## config.mk

```make
export PLATFORM = sky130hd
export DESIGN_NAME = interval_union_merge
export DESIGN_NICKNAME = d
export VERILOG_FILES = /design/src/rtl/core/ium_pkg.sv /design/src/rtl/core/ium_merge.sv /design/src/rtl/core/ium_out_queue.sv /design/src/rtl/core/interval_union_merge.sv
export SDC_FILE = /design/constraint.sdc
export NUM_CORES = 2
export LEC_CHECK = 0
export ABC_CLOCK_PERIOD_IN_PS = 19300
export BUFFER_PORTS_ARGS = -buffer_cell sky130_fd_sc_hd__buf_2
export CORE_MARGIN = 2
export CORE_UTILIZATION = 55
export CTS_BUF_LIST = sky130_fd_sc_hd__clkbuf_16
export DETAILED_ROUTE_END_ITERATION = 16
export MAX_ROUTING_LAYER = met4
export PLACE_DENSITY = 0.78
export SLEW_MARGIN = 20
export SYNTH_ARGS = -nofsm -noshare
export SYNTH_HDL_FRONTEND = slang
export SYNTH_SLANG_ARGS = --single-unit
```

## constraint.sdc

```tcl
create_clock -name i_clk -period 19.3 [get_ports i_clk]
set_input_delay 0 -clock i_clk [delete_from_list [all_inputs] [get_ports i_clk]]
set_output_delay 0 -clock i_clk [all_outputs]
set_load 0.01 [all_outputs]
```

## src/rtl/core/ium_pkg.sv

```systemverilog
// ----------------------------------------------------------------------------
// ium_pkg
// Shared types and constants for the interval union merger.
// ----------------------------------------------------------------------------
package ium_pkg;

    localparam int FIELD_W     = 64;
    localparam int IN_TDATA_W  = 2 * FIELD_W;
    localparam int OUT_TDATA_W = 3 * FIELD_W;

    // result queue: one entry drains per cycle while the receiver is ready, up to two are written per item
    localparam int Q_DEPTH = 4;
    localparam int Q_PTR_W = $clog2(Q_DEPTH);
    localparam int Q_CNT_W = $clog2(Q_DEPTH + 1);

    typedef struct packed {
        logic [FIELD_W-1:0] merged_start;
        logic [FIELD_W-1:0] merged_end;
        logic [FIELD_W-1:0] covered_total;
        logic               list_done;
        logic               empty_list;
    } t_result;

    // results handed from the merge stage to the queue for one item
    typedef struct packed {
        logic [1:0] cnt;
        t_result    res0;
        t_result    res1;
    } t_push;

endpackage

```

## src/rtl/core/ium_merge.sv

```systemverilog
// ----------------------------------------------------------------------------
// ium_merge
// Input register plus open-interval state; merges one item per cycle while
// the queue has room and produces zero, one or two results.
// ----------------------------------------------------------------------------
module ium_merge #(
    parameter int TIME_WIDTH = 64
) (
    input  logic                        i_clk,
    input  logic                        i_rst_n,
    input  logic                        i_vld,
    input  logic [ium_pkg::FIELD_W-1:0] i_start,
    input  logic [ium_pkg::FIELD_W-1:0] i_end,
    input  logic                        i_skip,
    input  logic                        i_last,
    input  logic                        i_room,
    output logic                        o_ready,
    output ium_pkg::t_push              o_push
);
    import ium_pkg::*;

    logic                  r_in_vld;
    logic [TIME_WIDTH-1:0] r_s;
    logic [TIME_WIDTH-1:0] r_e;
    logic                  r_skip;
    logic                  r_last;

    logic                  r_have;
    logic [TIME_WIDTH-1:0] r_open_start;
    logic [TIME_WIDTH-1:0] r_open_end;
    logic [FIELD_W-1:0]    r_total;

    logic                  n_have;
    logic [TIME_WIDTH-1:0] n_open_start;
    logic [TIME_WIDTH-1:0] n_open_end;
    logic [FIELD_W-1:0]    n_total;

    logic                  adv;
    logic [TIME_WIDTH-1:0] e_eff;
    logic [TIME_WIDTH-1:0] sub_b;
    logic [TIME_WIDTH-1:0] diff;
    logic                  close_open;
    logic                  new_open;
    logic                  extend;
    t_result               res_close;
    t_result               res_last;

    assign adv     = r_in_vld && i_room;
    assign o_ready = !r_in_vld || adv;

    always_comb begin
        // reversed interval collapses to zero length at its start
        e_eff      = (r_e < r_s) ? r_s : r_e;
        close_open = !r_skip && r_have && (r_open_end < r_s);
        new_open   = !r_skip && (!r_have || close_open);
        extend     = !r_skip && r_have && !close_open && (r_open_end < e_eff);
        sub_b      = new_open ? r_s : r_open_end;
        diff       = e_eff - sub_b;

        n_have       = r_have || new_open;
        n_open_start = new_open ? r_s : r_open_start;
        n_open_end   = (new_open || extend) ? e_eff : r_open_end;
        n_total      = (new_open || extend) ? r_total + FIELD_W'(diff) : r_total;

        res_close.merged_start  = FIELD_W'(r_open_start);
        res_close.merged_end    = FIELD_W'(r_open_end);
        res_close.covered_total = r_total;
        res_close.list_done     = 1'b0;
        res_close.empty_list    = 1'b0;

        if (n_have) begin
            res_last.merged_start  = FIELD_W'(n_open_start);
            res_last.merged_end    = FIELD_W'(n_open_end);
            res_last.covered_total = n_total;
            res_last.empty_list    = 1'b0;
        end else begin
            res_last.merged_start  = '0;
            res_last.merged_end    = '0;
            res_last.covered_total = '0;
            res_last.empty_list    = 1'b1;
        end
        res_last.list_done = 1'b1;

        o_push.cnt  = adv ? (2'(close_open) + 2'(r_last)) : 2'd0;
        o_push.res0 = close_open ? res_close : res_last;
        o_push.res1 = res_last;
    end

    always_ff @(posedge i_clk) begin
        if (!i_rst_n) begin
            r_in_vld <= 1'b0;
        end else if (o_ready) begin
            r_in_vld <= i_vld;
        end
    end

    always_ff @(posedge i_clk) begin
        if (o_ready) begin
            r_s    <= i_start[TIME_WIDTH-1:0];
            r_e    <= i_end[TIME_WIDTH-1:0];
            r_skip <= i_skip;
            r_last <= i_last;
        end
    end

    always_ff @(posedge i_clk) begin
        if (!i_rst_n) begin
            r_have       <= 1'b0;
            r_open_start <= '0;
            r_open_end   <= '0;
            r_total      <= '0;
        end else if (adv) begin
            if (r_last) begin
                r_have       <= 1'b0;
                r_open_start <= '0;
                r_open_end   <= '0;
                r_total      <= '0;
            end else begin
                r_have       <= n_have;
                r_open_start <= n_open_start;
                r_open_end   <= n_open_end;
                r_total      <= n_total;
            end
        end
    end

endmodule

```

## src/rtl/core/ium_out_queue.sv

```systemverilog
// ----------------------------------------------------------------------------
// ium_out_queue
// Small result queue: takes up to two results a cycle, drains one when popped.
// ----------------------------------------------------------------------------
module ium_out_queue (
    input  logic             i_clk,
    input  logic             i_rst_n,
    input  ium_pkg::t_push   i_push,
    input  logic             i_pop,
    output logic             o_room,
    output logic             o_vld,
    output ium_pkg::t_result o_res
);
    import ium_pkg::*;

    t_result              r_mem [Q_DEPTH];
    logic [Q_PTR_W-1:0]   r_wr_ptr;
    logic [Q_PTR_W-1:0]   r_rd_ptr;
    logic [Q_CNT_W-1:0]   r_cnt;
    logic                 pop_ok;
    logic [Q_PTR_W-1:0]   wr_ptr1;

    assign o_vld   = (r_cnt != '0);
    assign o_res   = r_mem[r_rd_ptr];
    assign pop_ok  = i_pop && o_vld;
    assign o_room  = (r_cnt <= Q_CNT_W'(Q_DEPTH - 2));
    assign wr_ptr1 = r_wr_ptr + Q_PTR_W'(1);

    always_ff @(posedge i_clk) begin
        for (int i = 0; i < Q_DEPTH; i++) begin
            if (i_push.cnt != 2'd0 && Q_PTR_W'(i) == r_wr_ptr) begin
                r_mem[i] <= i_push.res0;
            end else if (i_push.cnt == 2'd2 && Q_PTR_W'(i) == wr_ptr1) begin
                r_mem[i] <= i_push.res1;
            end
        end
    end

    always_ff @(posedge i_clk) begin
        if (!i_rst_n) begin
            r_wr_ptr <= '0;
            r_rd_ptr <= '0;
            r_cnt    <= '0;
        end else begin
            r_wr_ptr <= r_wr_ptr + Q_PTR_W'(i_push.cnt);
            if (pop_ok) begin
                r_rd_ptr <= r_rd_ptr + Q_PTR_W'(1);
            end
            r_cnt <= r_cnt + Q_CNT_W'(i_push.cnt) - Q_CNT_W'(pop_ok);
        end
    end

endmodule

```

## src/rtl/core/interval_union_merge.sv

```systemverilog
// ----------------------------------------------------------------------------
// interval_union_merge
// Builds the union of a start-ordered list of time intervals.
// ----------------------------------------------------------------------------
// Input stream: one interval per item; tdata = start, end; tuser marks an
// interval to skip; tlast marks the last item of a list, which flushes the
// open interval with its covered total (or an empty marker) and clears state.
// Output stream: one merged interval per item; tdata = start, end, total;
// tlast marks the final result of a list; tuser flags an empty list.
// An accepted item waits in the input register; its results are then written
// to the result queue, which offers them on the output stream.
// Throughput: one item per cycle while the queue has room. An item that
// both closes an interval and ends its list yields two results; the single
// output port drains one per cycle, so a four-entry queue absorbs the burst.
// s_axis_tready drops while an item waits in the input register and the
// queue lacks room for two results, i.e. when the receiver stalls; nothing
// is lost. Reset clears the open interval, the total and the queue.
// ----------------------------------------------------------------------------
module interval_union_merge #(
    parameter int TIME_WIDTH = 64
) (
    input  logic                            i_clk,
    input  logic                            i_rst_n,
    input  logic                            s_axis_tvalid,
    output logic                            s_axis_tready,
    // [63:0] start_time, [127:64] end_time
    input  logic [ium_pkg::IN_TDATA_W-1:0]  s_axis_tdata,
    // [0] filtered_out
    input  logic                            s_axis_tuser,
    input  logic                            s_axis_tlast,
    output logic                            m_axis_tvalid,
    input  logic                            m_axis_tready,
    // [63:0] merged_start, [127:64] merged_end, [191:128] covered_total
    output logic [ium_pkg::OUT_TDATA_W-1:0] m_axis_tdata,
    // [0] empty_list
    output logic                            m_axis_tuser,
    output logic                            m_axis_tlast
);
    import ium_pkg::*;

    logic    room;
    t_push   push;
    t_result res;

    ium_merge #(
        .TIME_WIDTH (TIME_WIDTH)
    ) u_merge (
        .i_clk   (i_clk),
        .i_rst_n (i_rst_n),
        .i_vld   (s_axis_tvalid),
        .i_start (s_axis_tdata[FIELD_W-1:0]),
        .i_end   (s_axis_tdata[2*FIELD_W-1:FIELD_W]),
        .i_skip  (s_axis_tuser),
        .i_last  (s_axis_tlast),
        .i_room  (room),
        .o_ready (s_axis_tready),
        .o_push  (push)
    );

    ium_out_queue u_queue (
        .i_clk   (i_clk),
        .i_rst_n (i_rst_n),
        .i_push  (push),
        .i_pop   (m_axis_tready),
        .o_room  (room),
        .o_vld   (m_axis_tvalid),
        .o_res   (res)
    );

    assign m_axis_tdata = {res.covered_total, res.merged_end, res.merged_start};
    assign m_axis_tuser = res.empty_list;
    assign m_axis_tlast = res.list_done;

endmodule

```

Word-level counts from Yosys, hierarchy flattened

Memories as Yosys holds them, arrays and structs flattened. A register that Yosys moved wholly into a read port is not among the register bits.
Index checks and enable logic that the tools add are counted.

Flip-flop bits (word level): 331
RAM bits: 776
Memories kept: 1

$add $sub $neg: 8
Order comparisons: 4
Eq/ne operators: 7
Multiplexer cells: 45
Bitwise operators: 4
Reductions and logical operators: 29

Memories:

| memory        | depth | bits a word | read ports | clocked after Yosys merged registers in | wr ports | RTL line            | source |
|---|---|---|---|---|---|---|---|
| u_queue.r_mem | 4     | 194         | 1          | 1                                       | 2        | ium_out_queue.sv:16 | `t_result r_mem [Q_DEPTH];` |

Operators with widths:

| kind                | count |
|---|---|
| $mux 194            | 7 |
| $mux 64             | 8 |
| $reduce_or 194->1   | 2 |
| $lt 64x64->1        | 3 |
| $mux 192            | 1 |
| $add 64x64->64      | 1 |
| $sub 64x64->64      | 1 |
| $mux 1              | 24 |
| $logic_and 1x1->1   | 15 |
| $mux 2              | 5 |
| $eq 2x2->1 const A  | 4 |
| $add 2x1->2 const B | 2 |
| $eq 1x2->1 const A  | 2 |
| $logic_not 1->1     | 4 |
| $logic_not 2->1     | 2 |
| $logic_or 1x1->1    | 4 |
| $or 1x1->1          | 4 |
| $add 3x2->3         | 1 |
| $le 3x2->1 const B  | 1 |
| $reduce_bool 3->1   | 1 |
| $sub 3x1->3         | 1 |
| $add 1x1->2         | 1 |
| $add 2x2->2         | 1 |
| $eq 2x2->1 const B  | 1 |
| $reduce_bool 2->1   | 1 |

Logic depth before layout (Yosys ltp)

Word-level depth: 13
Gate-level depth with buffers: 29
Depth with buffers taken out: 25

Modules after synthesis

A second synthesis with hierarchy kept.

Cells, all modules: 4,992
Area, all modules: 63,264.4 um^2

Modules (own cells, without submodules):

| module        | instances | cells an instance | area each (um^2) | seq. area each (um^2) |
|---|---|---|---|---|
| ium_out_queue | 1         | 1,926             | 37,696.2         | 23,482.5 |
| ium_merge     | 1         | 3,066             | 25,568.3         | 7,787.5 |

Least setup slack after synthesis

No wires, ideal clock.

Path type: register to register
From: register u_merge.r_s[17]
To: memory u_queue.r_mem[2][133] in the netlist's numbering, data pin
Library setup time: 0.132 ns
Arrival time: 13.377 ns
Setup slack: 5.791 ns
Stages on the path, launching flop included: 18
Period minus slack after synthesis: 13.509 ns
Cell sequence: edfxtp_1 -> inv_1 -> ha_1 -> a21oi_1 -> o21ai_0 -> a222oi_1 -> nand2_1 -> a311oi_1 -> a21boi_0 -> nor2_1 -> ha_1 -> nand2b_1 -> a2bb2oi_1 -> nor2_1 -> nand3_1 -> o21ai_1 -> clkbuf_1 -> a22o_1

RTL lines:

| item                     | RTL line            | source |
|---|---|---|
| start: declaration       | ium_merge.sv:23     | `logic [TIME_WIDTH-1:0] r_s;` |
| start signal: assignment | ium_merge.sv:99     | `r_s <= i_start[TIME_WIDTH-1:0];` |
| end: declaration         | ium_out_queue.sv:16 |  |

==> results by group <==
CTS
  – Hold bufs inserted after CTS: 194
  – CTS sink cnt: 1109
  – H-Tree Depth: 3
  – Latest clock arrival within the worst-skew pair: 730 ps
  – CTS tree: done
  – Clk root buf: clkbuf_16
  – Post-CTS Setup Inserts: 0
  – Resize count post-CTS: 0
  – Worst-path clk slew: 70 ps
  – Clock buffer depth: 3
  – TritonCTS buffer count: 111

Logic synthesis
  – Mapped Area: 0.0581 mm²
  – Commonest cells in the netlist: edfxtp_1, a22o_1, inv_1
  – Yosys warnings: 0
  – Unique masters post-synth: 72
  – Top-count cell post-synth: edfxtp_1
  – Synth top area cells: edfxtp_1, mux4_2, a22o_1
  – Post-synthesis sequential area ratio: 0.538
  – Yosys top cell area share: 0.468
  – Cell count after synthesis: 4517
  – Post-synth EDFFs: 905
  – Seq cells post-synth: 1109
  – Largest area contributor in the netlist: edfxtp_1
  – Syn nets: 4973
  – Most used DFF post-synth: edfxtp_1
  – Async set or reset register ratio after synthesis: 0
  – Mean Syn Cell Area: 12.9 µm²

Die
  – Die area: 0.108 mm²
  – Placeable Area: 0.105 mm²
  – Io pins: 330
  – Cell Rows: 119
  – Die Width: 329 µm
  – Die Y: 329 µm
  – Initial Util: 0.553

Timing
  – Slew Limit Headroom: 0.190
  – PnR worst setup slack: 9970 ps
  – Endpoints failing setup: 0
  – Max Freq: 0.107 GHz
  – Final period utilization: 0.484
  – Final setup TNS: 0 ps
  – Clock skew: 38.9 ps
  – Final Hold Fails: 0
  – Max-slew violations: 0
  – Worst Tran Pin Value: 1210 ps
  – RSZ-0062 raised after global routing: false
  – Minimum period implied by the final worst setup slack: 9330 ps
  – Hold Worst Slack: 8.57 ps

Run status
  – Status: finished clean

Setup path
  – Critical path launch point: u_merge.r_s[63]
  – CP startpoint kind: flip-flop
  – Worst Path Required: 19870 ps
  – CP cell instances: inv_1 > ha_1 > nand4_1 > or3_4 > or3b_1 > nor4_2 > a221oi_1 > nand2_4 > buf_4 > a21oi_1 > ha_1 > and4_1 > nand3_1 > nor2_1 > nand4_1 > nor4_1 > a21o_2 > nand2_2 > o21ai_4 > buf_4 > buf_4 > a22o_1
  – Worst reg2reg path depth: 22
  – Worst path max stage delay: 870 ps
  – Setup CP Type: flip-flop to flip-flop
  – Origin of the critical flop-to-flop path: u_merge.r_s[63]
  – Setup slack, reg-to-reg: 9970 ps
  – CP max FO: 79
  – Slowest cell on the critical path: o21ai_4
  – WP data arrival: 9900 ps
  – CP dominant cell by count: buf_4
  – Crit. End Element: flip-flop

GRT
  – First-pass GRT wire length: 275 mm
  – Antenna violations before repair: 8
  – GRT Resource Usage Total: 0.351
  – Vias in the first global route: 42.1k
  – Total congestion overflow: 0
  – Largest net degree at the start of global routing: 147

Pwr
  – Internal power: 5.80 mW
  – Sw power: 3.75 mW
  – P per Cell Area: 144 mW/mm²
  – Leakage: 24.8 nW
  – Power share of the combinational group: 0.446
  – Max VDD drop: 0.0971 mV
  – Switching Share: 0.393
  – Clock power frac: 0.224
  – Flop pwr share: 0.329

Layout
  – Area Overhead vs Synth: 14.0%
  – # nets final: 5326
  – Util after Layout: 0.630
  – Layout cells sized above 1: 0.157

Route
  – Vias per Instance: 6.93
  – Post-route ant nets: 0
  – Vias post-DR: 44.1k
  – Aggregate routed wire length: 187 mm
  – DRT iter0 DRCs: 6868
  – DRC Markers: 0
  – DRT Pass-1 Iters: 8
  – Per-cell routed wire length: 29.4 µm

Placed design
  – Pre-CTS setup slack: 10390 ps
  – I/O Buffers: 329
  – Dpl hpwl: 115 mm
  – Placer Congestion: 0.995

Run
  – Max Cap Violations: 0

Worst hold path
  – Hold WC Path Type: input port to flip-flop
  – HP Start: s_axis_tdata[47]
  – Worst Hold Depth: 2
-- metal layers --
metal	routed length, µm	up-vias	track usage
met5	0	-	-
met4	8180	0	0.141
met3	26900	472	0.0839
met2	82100	3495	0.497
met1	70100	21600	0.488
li1	-	18600	-
-- cells in the final DEF (no fill, tap or decap), types with 11 or more instances in the layout --
cell / instances
a22o_1: 477
buf_2: 329
a22oi_1: 65
and2_1: 16
a32o_1: 198
nand2_1: 262
o21bai_1: 14
clkinv_2: 15
buf_4: 57
edfxtp_1: 905
mux4_2: 194
a21o_1: 66
nor2_1: 185
a211oi_1: 17
dfxtp_1: 202
xor2_1: 30
nand3_1: 38
nand2b_1: 11
o2bb2ai_1: 151
clkbuf_16: 113
o21ai_0: 199
nor2b_1: 70
xnor2_1: 41
ha_1: 258
nor3_1: 21
a21oi_1: 203
nand4_1: 44
inv_1: 307
fa_1: 64
dlygate4sd3_1: 194
and3_1: 11
clkinv_1: 31
-- critical path: cells and delay by family (launching register included) --
| family | cells | cell delay (ps) |
|---|---|---|
| and+or+nand+nor | 11 | 3240 |
| buffers and inverters | 4 | 2340 |
| AOI/OAI and AO/OA | 5 | 1940 |
| adders and majority gates | 2 | 730 |
| DFF | 1 | 550 |
-- area by class of cell --
type	instances	area [µm²]
Inverter	279	1050
Sequential cell	1109	31300
Timing Repair Buffer	583	4070
Clock inverter	96	732
Fill cell	7840	38800
Clock buffer	113	2830
Antenna cell	8	20.0
Multi-Input combinational cell	2786	24500
Tap cell	1391	1740
-- per-stage QoR --
stage	cells	total power, mW	cell area, µm²
after global routing	6365	9.96	66200
after floorplan	4517	6.00	58100
final	6365	9.54	66200
after CTS	6357	9.44	66200
after detailed placement	5954	7.30	60600
after global placement	5954	7.21	60600
-- power by group through the flow --
stage               Clock (mW)  Sequential [mW]  Combinational (mW)
detailed placement           0             3.18                4.12
floorplan                    0             3.11                2.89
CTS                       2.14             3.13                4.17
global placement             0             3.17                4.04
global route              2.23             3.16                4.57
finish                    2.14             3.14                4.26
-- path summary, 6_finish.rpt --
check                                       endpoint
worst min register to register   u_queue.r_mem[2][1]
worst max register to register  u_queue.r_mem[2][46]
worst min-delay path                 u_merge.r_s[47]
worst max-delay path            u_queue.r_mem[2][46]
-- flip-flops by register name (all words and copies together), names as in the netlist, 3 cells and up, named ones only --
name and flops:
u_merge.r_open_end 64, u_queue.r_mem 776, u_merge.r_total 64, u_merge.r_s 64
u_queue.r_cnt 3, u_merge.r_open_start 64, u_merge.r_e 64
-- cell families (layout without fill, tap and decap cells) --
| logic type | count (synthesis) | after routing | share of synthesized area |
|---|---|---|---|
| AOI/OAI and AO/OA | 1489 | 1489 | 0.198 |
| DFF | 1109 | 1109 | 0.538 |
| and+or+nand+nor | 709 | 709 | 0.0562 |
| buffers and inverters | 622 | 1071 | 0.0436 |
| adders and majority gates | 322 | 322 | 0.0777 |
| muxes | 195 | 195 | 0.0755 |
| xor gates and xnor gates | 71 | 71 | 0.0107 |
| other | 0 | 8 | 0 |
No activity file was read; power rests on OpenSTA's default activity.
